`config.mk`:
```
export PLATFORM = sky130hd
export DESIGN_NAME = lcd_rect_fill_command_stream_unit
export DESIGN_NICKNAME = d
export VERILOG_FILES = /design/src/hw/rtl/lrfc_pkg.sv /design/src/hw/rtl/lrfc_front.sv /design/src/hw/rtl/lrfc_queue.sv /design/src/hw/rtl/lrfc_back.sv /design/src/hw/rtl/lcd_rect_fill_command_stream_unit.sv
export SDC_FILE = /design/constraint.sdc
export NUM_CORES = 1
export LEC_CHECK = 0
export BUFFER_PORTS_ARGS = -buffer_cell sky130_fd_sc_hd__buf_4
export CAP_MARGIN = 10
export CORE_AREA = 4 4 284 286
export CTS_CLUSTER_DIAMETER = 40
export CTS_CLUSTER_SIZE = 28
export DETAILED_ROUTE_END_ITERATION = 6
export DIE_AREA = 0 0 288 290
export PLACE_DENSITY = 0.46
export SLEW_MARGIN = 10
export SYNTH_ARGS = -nofsm -noshare
export SYNTH_HDL_FRONTEND = slang
export SYNTH_SLANG_ARGS = --single-unit
```
`constraint.sdc`:
```
create_clock -name clk -period 8.1 [get_ports clk]
set_input_delay 1.215 -clock clk [delete_from_list [all_inputs] [get_ports clk]]
set_output_delay 1.215 -clock clk [all_outputs]
set_load 0.01 [all_outputs]
```
`src/hw/rtl/lrfc_pkg.sv`:
```
// Shared types and constants for the rectangle fill command stream unit.
// No dependencies; used by every module of the block.
`default_nettype none

package lrfc_pkg;

	localparam logic [1:0] KIND_CMD    = 2'd0;
	localparam logic [1:0] KIND_DATA   = 2'd1;
	localparam logic [1:0] KIND_RUN    = 2'd2;
	localparam logic [1:0] KIND_STATUS = 2'd3;

	localparam logic [7:0] CMD_COLUMN_SET   = 8'h2A;
	localparam logic [7:0] CMD_PAGE_SET     = 8'h2B;
	localparam logic [7:0] CMD_MEMORY_WRITE = 8'h2C;

	localparam logic [1:0] REG_PANEL_WIDTH  = 2'd0;
	localparam logic [1:0] REG_PANEL_HEIGHT = 2'd1;

	localparam logic [9:0] PANEL_WIDTH_RST  = 10'd240;
	localparam logic [9:0] PANEL_HEIGHT_RST = 10'd320;

	localparam logic STATUS_OK       = 1'b0;
	localparam logic STATUS_REJECTED = 1'b1;

	localparam int QDEPTH = 4;
	localparam int QPTR_W = $clog2(QDEPTH);

	typedef enum logic {
		FS_IDLE,
		FS_RUN
	} front_state_t;

	typedef enum logic {
		BS_IDLE,
		BS_RUN
	} back_state_t;

	// One clipped fill or none, optionally followed by the request's status word.
	typedef struct packed {
		logic        do_fill;
		logic        end_flag;
		logic        code;
		logic [9:0]  x0;
		logic [9:0]  x1;
		logic [9:0]  y0;
		logic [9:0]  y1;
		logic [9:0]  cw;
		logic [9:0]  ch;
		logic [15:0] color;
	} job_t;

endpackage

`default_nettype wire

```
`src/hw/rtl/lrfc_front.sv`:
```
// Front end: takes requests, holds the panel size registers, splits outlines
// into edges, checks and clips each fill and pushes jobs. Uses lrfc_pkg.
`default_nettype none

module lrfc_front (
	input  wire                 clk,
	input  wire                 arst_n,
	input  wire                 push,
	output logic                full,
	input  wire                 opcode,
	input  wire  [9:0]          rect_x,
	input  wire  [9:0]          rect_y,
	input  wire  [9:0]          rect_width,
	input  wire  [9:0]          rect_height,
	input  wire  [15:0]         fill_color,
	input  wire                 cfg_valid,
	output logic                cfg_ready,
	input  wire  [1:0]          cfg_index,
	input  wire  [9:0]          cfg_data,
	output lrfc_pkg::job_t      job,
	output logic                job_push,
	input  wire                 job_full
);

	lrfc_pkg::front_state_t state_q, state_d;
	logic [9:0]  pw_q, ph_q;
	logic        op_q;
	logic [9:0]  x_q, y_q, w_q, h_q;
	logic [15:0] color_q;
	logic [1:0]  edge_q;

	logic        accept;
	logic [10:0] ex, ey;
	logic [9:0]  ew, eh;
	logic [11:0] xsum, ysum, xlast, ylast;
	logic        too_thin, reject;

	assign cfg_ready = 1'b1;

	always_ff @(posedge clk or negedge arst_n) begin
		if (!arst_n) begin
			pw_q <= lrfc_pkg::PANEL_WIDTH_RST;
			ph_q <= lrfc_pkg::PANEL_HEIGHT_RST;
		end else if (cfg_valid) begin
			if (cfg_index == lrfc_pkg::REG_PANEL_WIDTH) begin
				pw_q <= cfg_data;
			end else if (cfg_index == lrfc_pkg::REG_PANEL_HEIGHT) begin
				ph_q <= cfg_data;
			end
		end
	end

	// Edge geometry: outline edges are top, bottom, left, right; a plain
	// fill uses the top slot with the full height.
	always_comb begin
		ex = {1'b0, x_q};
		ey = {1'b0, y_q};
		ew = w_q;
		eh = h_q;
		case (edge_q)
			2'd0: begin
				eh = op_q ? 10'd1 : h_q;
			end
			2'd1: begin
				ey = {1'b0, y_q} + {1'b0, h_q} - 11'd1;
				eh = 10'd1;
			end
			2'd2: begin
				ew = 10'd1;
			end
			default: begin
				ex = {1'b0, x_q} + {1'b0, w_q} - 11'd1;
				ew = 10'd1;
			end
		endcase
	end

	always_comb begin
		too_thin = op_q && ((w_q < 10'd2) || (h_q < 10'd2));
		reject   = (ew == 10'd0) || (eh == 10'd0) ||
			(ex >= {1'b0, pw_q}) || (ey >= {1'b0, ph_q});
		xsum  = {1'b0, ex} + {2'b00, ew};
		ysum  = {1'b0, ey} + {2'b00, eh};
		xlast = xsum - 12'd1;
		ylast = ysum - 12'd1;

		job.do_fill  = !too_thin && !reject;
		job.end_flag = !op_q || too_thin || reject || (edge_q == 2'd3);
		job.code     = (too_thin || reject) ? lrfc_pkg::STATUS_REJECTED
			: lrfc_pkg::STATUS_OK;
		job.x0       = ex[9:0];
		job.y0       = ey[9:0];
		job.color    = color_q;
		if (xsum > {2'b00, pw_q}) begin
			job.cw = pw_q - ex[9:0];
			job.x1 = pw_q - 10'd1;
		end else begin
			job.cw = ew;
			job.x1 = xlast[9:0];
		end
		if (ysum > {2'b00, ph_q}) begin
			job.ch = ph_q - ey[9:0];
			job.y1 = ph_q - 10'd1;
		end else begin
			job.ch = eh;
			job.y1 = ylast[9:0];
		end
	end

	always_comb begin
		job_push = (state_q == lrfc_pkg::FS_RUN) && !job_full;
		full     = (state_q == lrfc_pkg::FS_RUN) && !(job_push && job.end_flag);
		accept   = push && !full;
		state_d  = state_q;
		unique case (state_q)
			lrfc_pkg::FS_IDLE: begin
				if (accept) begin
					state_d = lrfc_pkg::FS_RUN;
				end
			end
			lrfc_pkg::FS_RUN: begin
				if (job_push && job.end_flag && !accept) begin
					state_d = lrfc_pkg::FS_IDLE;
				end
			end
			default: begin
				state_d = lrfc_pkg::FS_IDLE;
			end
		endcase
	end

	always_ff @(posedge clk or negedge arst_n) begin
		if (!arst_n) begin
			state_q <= lrfc_pkg::FS_IDLE;
			edge_q  <= 2'd0;
		end else begin
			state_q <= state_d;
			if (accept) begin
				edge_q <= 2'd0;
			end else if (job_push) begin
				edge_q <= edge_q + 2'd1;
			end
		end
	end

	always_ff @(posedge clk) begin
		if (accept) begin
			op_q    <= opcode;
			x_q     <= rect_x;
			y_q     <= rect_y;
			w_q     <= rect_width;
			h_q     <= rect_height;
			color_q <= fill_color;
		end
	end

endmodule

`default_nettype wire

```
`src/hw/rtl/lrfc_queue.sv`:
```
// Short job queue between front and back end.
// Depends on lrfc_pkg for the job word and depth.
`default_nettype none

module lrfc_queue (
	input  wire                 clk,
	input  wire                 arst_n,
	input  wire                 wr_en,
	input  lrfc_pkg::job_t      wr_job,
	output logic                full,
	input  wire                 rd_en,
	output lrfc_pkg::job_t      rd_job,
	output logic                empty
);

	lrfc_pkg::job_t mem [lrfc_pkg::QDEPTH];
	logic [lrfc_pkg::QPTR_W-1:0] wr_ptr_q, rd_ptr_q;
	logic [lrfc_pkg::QPTR_W:0]   count_q;
	logic do_wr, do_rd;

	assign full   = (count_q == (lrfc_pkg::QPTR_W+1)'(lrfc_pkg::QDEPTH));
	assign empty  = (count_q == '0);
	assign do_wr  = wr_en && !full;
	assign do_rd  = rd_en && !empty;
	assign rd_job = mem[rd_ptr_q];

	always_ff @(posedge clk) begin
		if (do_wr) begin
			mem[wr_ptr_q] <= wr_job;
		end
	end

	always_ff @(posedge clk or negedge arst_n) begin
		if (!arst_n) begin
			wr_ptr_q <= '0;
			rd_ptr_q <= '0;
			count_q  <= '0;
		end else begin
			if (do_wr) begin
				wr_ptr_q <= wr_ptr_q + 1'b1;
			end
			if (do_rd) begin
				rd_ptr_q <= rd_ptr_q + 1'b1;
			end
			if (do_wr && !do_rd) begin
				count_q <= count_q + 1'b1;
			end else if (do_rd && !do_wr) begin
				count_q <= count_q - 1'b1;
			end
		end
	end

endmodule

`default_nettype wire

```
`src/hw/rtl/lrfc_back.sv`:
```
// Back end: turns each job into its panel command words, its status word or
// both, one a cycle unless stalled, via an output register. Uses lrfc_pkg.
`default_nettype none

module lrfc_back (
	input  wire                 clk,
	input  wire                 arst_n,
	input  lrfc_pkg::job_t      job,
	input  wire                 job_empty,
	output logic                job_pop,
	output logic                empty,
	input  wire                 pop,
	output logic [1:0]          item_kind,
	output logic [15:0]         item_value,
	output logic [19:0]         run_length,
	output logic                status_code,
	output logic                last_item
);

	localparam logic [3:0] STEP_COL    = 4'd0;
	localparam logic [3:0] STEP_X0_HI  = 4'd1;
	localparam logic [3:0] STEP_X0_LO  = 4'd2;
	localparam logic [3:0] STEP_X1_HI  = 4'd3;
	localparam logic [3:0] STEP_X1_LO  = 4'd4;
	localparam logic [3:0] STEP_PAGE   = 4'd5;
	localparam logic [3:0] STEP_Y0_HI  = 4'd6;
	localparam logic [3:0] STEP_Y0_LO  = 4'd7;
	localparam logic [3:0] STEP_Y1_HI  = 4'd8;
	localparam logic [3:0] STEP_Y1_LO  = 4'd9;
	localparam logic [3:0] STEP_MEMWR  = 4'd10;
	localparam logic [3:0] STEP_RUN    = 4'd11;
	localparam logic [3:0] STEP_STATUS = 4'd12;

	lrfc_pkg::back_state_t state_q, state_d;
	lrfc_pkg::job_t cur_q;
	logic [3:0]  step_q;
	logic [19:0] run_q;
	logic        out_valid_q;

	logic        adv, emit, last_step, done, load;
	logic [1:0]  kind_d;
	logic [15:0] value_d;

	assign empty     = !out_valid_q;
	assign adv       = !out_valid_q || pop;
	assign emit      = (state_q == lrfc_pkg::BS_RUN) && adv;
	assign last_step = (step_q == STEP_STATUS) || ((step_q == STEP_RUN) && !cur_q.end_flag);
	assign done      = emit && last_step;
	assign load      = !job_empty && ((state_q == lrfc_pkg::BS_IDLE) || done);
	assign job_pop   = load;

	always_comb begin
		state_d = state_q;
		unique case (state_q)
			lrfc_pkg::BS_IDLE: begin
				if (load) begin
					state_d = lrfc_pkg::BS_RUN;
				end
			end
			lrfc_pkg::BS_RUN: begin
				if (done && !load) begin
					state_d = lrfc_pkg::BS_IDLE;
				end
			end
			default: begin
				state_d = lrfc_pkg::BS_IDLE;
			end
		endcase
	end

	always_comb begin
		kind_d  = lrfc_pkg::KIND_DATA;
		value_d = '0;
		unique case (step_q)
			STEP_COL: begin
				kind_d  = lrfc_pkg::KIND_CMD;
				value_d = {8'd0, lrfc_pkg::CMD_COLUMN_SET};
			end
			STEP_X0_HI:  value_d = {14'd0, cur_q.x0[9:8]};
			STEP_X0_LO:  value_d = {8'd0, cur_q.x0[7:0]};
			STEP_X1_HI:  value_d = {14'd0, cur_q.x1[9:8]};
			STEP_X1_LO:  value_d = {8'd0, cur_q.x1[7:0]};
			STEP_PAGE: begin
				kind_d  = lrfc_pkg::KIND_CMD;
				value_d = {8'd0, lrfc_pkg::CMD_PAGE_SET};
			end
			STEP_Y0_HI:  value_d = {14'd0, cur_q.y0[9:8]};
			STEP_Y0_LO:  value_d = {8'd0, cur_q.y0[7:0]};
			STEP_Y1_HI:  value_d = {14'd0, cur_q.y1[9:8]};
			STEP_Y1_LO:  value_d = {8'd0, cur_q.y1[7:0]};
			STEP_MEMWR: begin
				kind_d  = lrfc_pkg::KIND_CMD;
				value_d = {8'd0, lrfc_pkg::CMD_MEMORY_WRITE};
			end
			STEP_RUN: begin
				kind_d  = lrfc_pkg::KIND_RUN;
				value_d = cur_q.color;
			end
			default: begin
				kind_d  = lrfc_pkg::KIND_STATUS;
				value_d = '0;
			end
		endcase
	end

	always_ff @(posedge clk or negedge arst_n) begin
		if (!arst_n) begin
			state_q     <= lrfc_pkg::BS_IDLE;
			step_q      <= STEP_COL;
			out_valid_q <= 1'b0;
		end else begin
			state_q <= state_d;
			if (load) begin
				step_q <= job.do_fill ? STEP_COL : STEP_STATUS;
			end else if (emit && !last_step) begin
				step_q <= step_q + 4'd1;
			end
			if (emit) begin
				out_valid_q <= 1'b1;
			end else if (pop) begin
				out_valid_q <= 1'b0;
			end
		end
	end

	// Pixel count is taken at load; it is first needed eleven words later.
	always_ff @(posedge clk) begin
		if (load) begin
			cur_q <= job;
			run_q <= 20'(job.cw * job.ch);
		end
		if (emit) begin
			item_kind   <= kind_d;
			item_value  <= value_d;
			run_length  <= (step_q == STEP_RUN) ? run_q : 20'd0;
			status_code <= (step_q == STEP_STATUS) ? cur_q.code : 1'b0;
			last_item   <= (step_q == STEP_STATUS);
		end
	end

endmodule

`default_nettype wire

```
`src/hw/rtl/lcd_rect_fill_command_stream_unit.sv`:
```
// Top level of the rectangle fill command stream unit.
// Depends on lrfc_pkg, lrfc_front, lrfc_queue and lrfc_back.
`default_nettype none

// Takes fill or outline rectangle requests and emits the panel command
// stream, one word a cycle unless the output stalls. An accepted fill
// gives 13 words (column set, page set, memory write, pixel run, status);
// a rejected fill gives only its status word; an outline gives up to four
// fills and a status word, 49 words at most. Output rate is set by the
// back end, which emits one word per cycle from its output register while
// not stalled; the front end splits requests into jobs, and a four-entry
// job queue lets it take the next request while the back end is still
// emitting. Panel size registers reset to 240 x 320 and should be written
// only while no request is in flight. No clearing pass follows reset.
module lcd_rect_fill_command_stream_unit (
	input  wire         clk,
	input  wire         arst_n,
	input  wire         push,
	output logic        full,
	input  wire         opcode,
	input  wire  [9:0]  rect_x,
	input  wire  [9:0]  rect_y,
	input  wire  [9:0]  rect_width,
	input  wire  [9:0]  rect_height,
	input  wire  [15:0] fill_color,
	output logic        empty,
	input  wire         pop,
	output logic [1:0]  item_kind,
	output logic [15:0] item_value,
	output logic [19:0] run_length,
	output logic        status_code,
	output logic        last_item,
	input  wire         cfg_valid,
	output logic        cfg_ready,
	input  wire  [1:0]  cfg_index,
	input  wire  [9:0]  cfg_data
);

	lrfc_pkg::job_t wr_job, rd_job;
	logic job_push, job_full, job_pop, job_empty;

	lrfc_front u_front (
		.clk         (clk),
		.arst_n      (arst_n),
		.push        (push),
		.full        (full),
		.opcode      (opcode),
		.rect_x      (rect_x),
		.rect_y      (rect_y),
		.rect_width  (rect_width),
		.rect_height (rect_height),
		.fill_color  (fill_color),
		.cfg_valid   (cfg_valid),
		.cfg_ready   (cfg_ready),
		.cfg_index   (cfg_index),
		.cfg_data    (cfg_data),
		.job         (wr_job),
		.job_push    (job_push),
		.job_full    (job_full)
	);

	lrfc_queue u_queue (
		.clk    (clk),
		.arst_n (arst_n),
		.wr_en  (job_push),
		.wr_job (wr_job),
		.full   (job_full),
		.rd_en  (job_pop),
		.rd_job (rd_job),
		.empty  (job_empty)
	);

	lrfc_back u_back (
		.clk         (clk),
		.arst_n      (arst_n),
		.job         (rd_job),
		.job_empty   (job_empty),
		.job_pop     (job_pop),
		.empty       (empty),
		.pop         (pop),
		.item_kind   (item_kind),
		.item_value  (item_value),
		.run_length  (run_length),
		.status_code (status_code),
		.last_item   (last_item)
	);

endmodule

`default_nettype wire

```
==> impl_metrics.csv <==
group,metric,value,unit
status,status,"completed",
floorplan,initial_core_util,34.8,%
final_layout,regArea,15700,µm²
floorplan,die_w,288,µm
synthesis,synth_common_cells,"edfxtp_1, inv_1, ha_1",
route,drc,0,
cts,cts_hold_buffers,0,
placed_design,globalplace.congestion,0.826,
critical_path,crit_family,"compound AO/OA/AOI/OAI gates",
critical_path,r2r_start,"u_front.w_q[1]",
floorplan,core_area,78400,µm²
cts,cts_buffer_depth,3,
cts,post_cts_buffers,0,
synthesis,ys.flop_type,"edfxtp_1",
synthesis,postSynthAreaPerCell,13.9,µm²
synthesis,ys_ff_latch,527,
placed_design,place_inst,3109,
min_path,min_path_cells,1,
synthesis,netlist_instances,1966,
sta,fin_crit_sh,92.0,%
final_layout,fin_cells,3278,
synthesis,ys_warn_count,0,
final_layout,drive_gt1_share,19.5,%
critical_path,cp-start-kind,"register",
synthesis,ys_seq_area_share,57.5,%
grt,grt_pass1_wl,103000,µm
cts,post_cts_resize_count,0,
route,vias,16100,
critical_path,cp.depth,27,
critical_path,setup.worst_path.class,"reg2reg",
route,vias_per_cell,4.92,
sta,worst_slew_pin_slew,1320,ps
critical_path,crit_buf_inv,4,
critical_path,cpPeakStageDelay,590,ps
cts,cts_sinks,527,
min_path,hp-class,"reg2reg",
final_layout,area_growth,19.9,%
synthesis,synthesis.area,27200,µm²
critical_path,slowest_stage,"nor4b_4",
grt,grt_pass1_vias,17200,
synthesis,netlist-cell-type-count,81,
critical_path,cpMostUsedCell,"ha_1",
synthesis,synth.area.top_cells,"edfxtp_1, ha_1, mux4_2",
placed_design,hpwl,48000,µm
route,routedWlPerCell,20.5,µm
final_layout,nFillCells,7295,
sta,finalMaxSlewViolations,0,
sta,fin_tns_setup,0,ps
synthesis,yosysTopAreaCell,"edfxtp_1",
critical_path,setup.worst_path.end,"u_queue.mem[3][64]",
cts,cts_buffers,92,
critical_path,critical_path_required,8520,ps
cts,cts_tree,"done",
route,ant_nets,0,
sta,rsz0062_at_grt,"false",
grt,grt_usage,16.2,%
grt,grt_antenna_before_repair,2,
floorplan,die_h,290,µm
synthesis,async_flop_share,6.83,%
route,wirelength,67100,µm
critical_path,rr_endpoint,"u_queue.mem[3][64]",
synthesis,netlist.area_leader.share,54.1,%
cts,h-tree-depth,3,
final_layout,diodes,0,
sta,fin_crit,7460,ps
cts,clkSlewWorstSetupHoldPaths,50,ps
critical_path,reg2reg_depth,27,
flow_run,max-cap-violations,0,
route,dr.first_iter.drc_count,980,
final_layout,fin_nets,2472,
route,firstDrtPassIters,6,
floorplan,die_area,83500,µm²
sta,hold_viol_final,0,
sta,whs,475,ps
critical_path,cp-startpoint,"u_front.w_q[1]",
grt,grt_max_degree,65,
sta,fmax,134,MHz
sta,fin_skew,30.4,ps
critical_path,worst_ep_arrival_time,7880,ps
synthesis,syn-num-nets,2285,
synthesis,synth_enable_flop_cells,491,
synthesis,yosysMostFrequentCell,"edfxtp_1",
critical_path,endpoint_kind,"register",
critical_path,crit_fanout,9,
cts,worst_skew_pair.late_latency,640,ps
sta,slew_headroom,11.3,%
placed_design,port_buffers,115,
cts,cts_root_buffer,"clkbuf_16",
floorplan,num_rows,103,
grt,overflow,0,
sta,setup_viol,0,
final_layout,multiInputGateArea,10500,µm²
floorplan,boundaryPins,117,
critical_path,r2r_slack,640,ps
==> cell type report <==
class | instances | area share (%)
clock inverters | 64 | 2.40
inverters | 234 | 2.69
flip-flops and latches | 527 | 47.9
repair buffers | 147 | 3.38
multi-input cells | 1151 | 32.3
well taps | 1050 | 4.02
clock buffers | 105 | 7.32
==> cells by family (layout without fill, tap and decap cells) <==
logic type,Yosys count,count (layout),synth area share (%)
compound gates,278,278,6.72
xor+xnor,81,81,2.60
fa+ha+maj,248,248,13.3
buf+inv,288,550,4.02
flops,527,527,57.5
mux,110,110,7.74
other cells,1,1,0.0138
simple gates,433,433,8.16
==> through the flow <==
step                cell area, µm²  utilization (%)  setup slack [ps]
floorplan                    27200                -              1230
global placement             29500             37.6               978
detailed placement           29500             37.6               672
CTS                          32700             41.7               660
global route                 32700             41.7              29.5
finish                       32700             41.7               645
==> layout by cell type, fill, tap and decap left out, types with 67 or more instances in the layout <==
cell,instances
clkbuf_16,93
inv_1,232
edfxtp_1,491
nor2_1,67
ha_1,176
mux4_2,79
o21ai_0,71
nand2_1,148
fa_1,69
buf_4,147
==> worst register-to-register path, cell delays in order (launching register included) <==
cell      delay (ps)
edfxtp_1         370
inv_1             60
ha_1             270
inv_1             40
ha_1             230
fa_1             470
nand2_1           70
a21boi_0         430
inv_1            220
ha_1             380
a21oi_1          210
nor2b_1           90
o31a_1           260
a221o_1          420
maj3_1           380
a21oi_1          170
xnor2_1          170
ha_1             300
a221o_1          330
a31oi_1          140
o31ai_1          180
nor4b_4          600
nor2_4           110
a21oi_1          400
ha_1             350
inv_1            130
nor3_1           240
xor2_1           270
==> how the worst min path moves through the flow <==
stage / endpoint / slack [ps] / start
after global routing: u_back.out_valid_q / 490 / u_back.state_q
final: u_back.out_valid_q / 470 / u_back.state_q
after CTS: u_back.out_valid_q / 470 / u_back.state_q
after detailed placement: u_back.out_valid_q / 460 / u_back.state_q
after global placement: u_back.out_valid_q / 460 / u_back.state_q
after floorplan: u_back.out_valid_q / 440 / u_back.state_q
==> routing by layer <==
layer / up-vias / routed length, µm / share of wire, % / global-route usage, %
li1: 7595 / - / - / -
met4: 4 / 1900 / 2.8 / 4.73
met2: 350 / 30600 / 46 / 25.7
met5: - / 30 / 0.045 / 0
met1: 8062 / 31600 / 47 / 22.7
met3: 124 / 3010 / 4.5 / 3.21
==> registers in the layout, summed over array words and instances (netlist names), 16 cells and up <==
name / count
u_front.color_q: 16
u_queue.mem: 316
u_back.cur_q: 58
u_back.run_length: 20
u_back.run_q: 20
u_back.item_value: 16
Power is not shown: default switching activity piles up to over one toggle a cycle in this logic, so the estimate is an artifact.
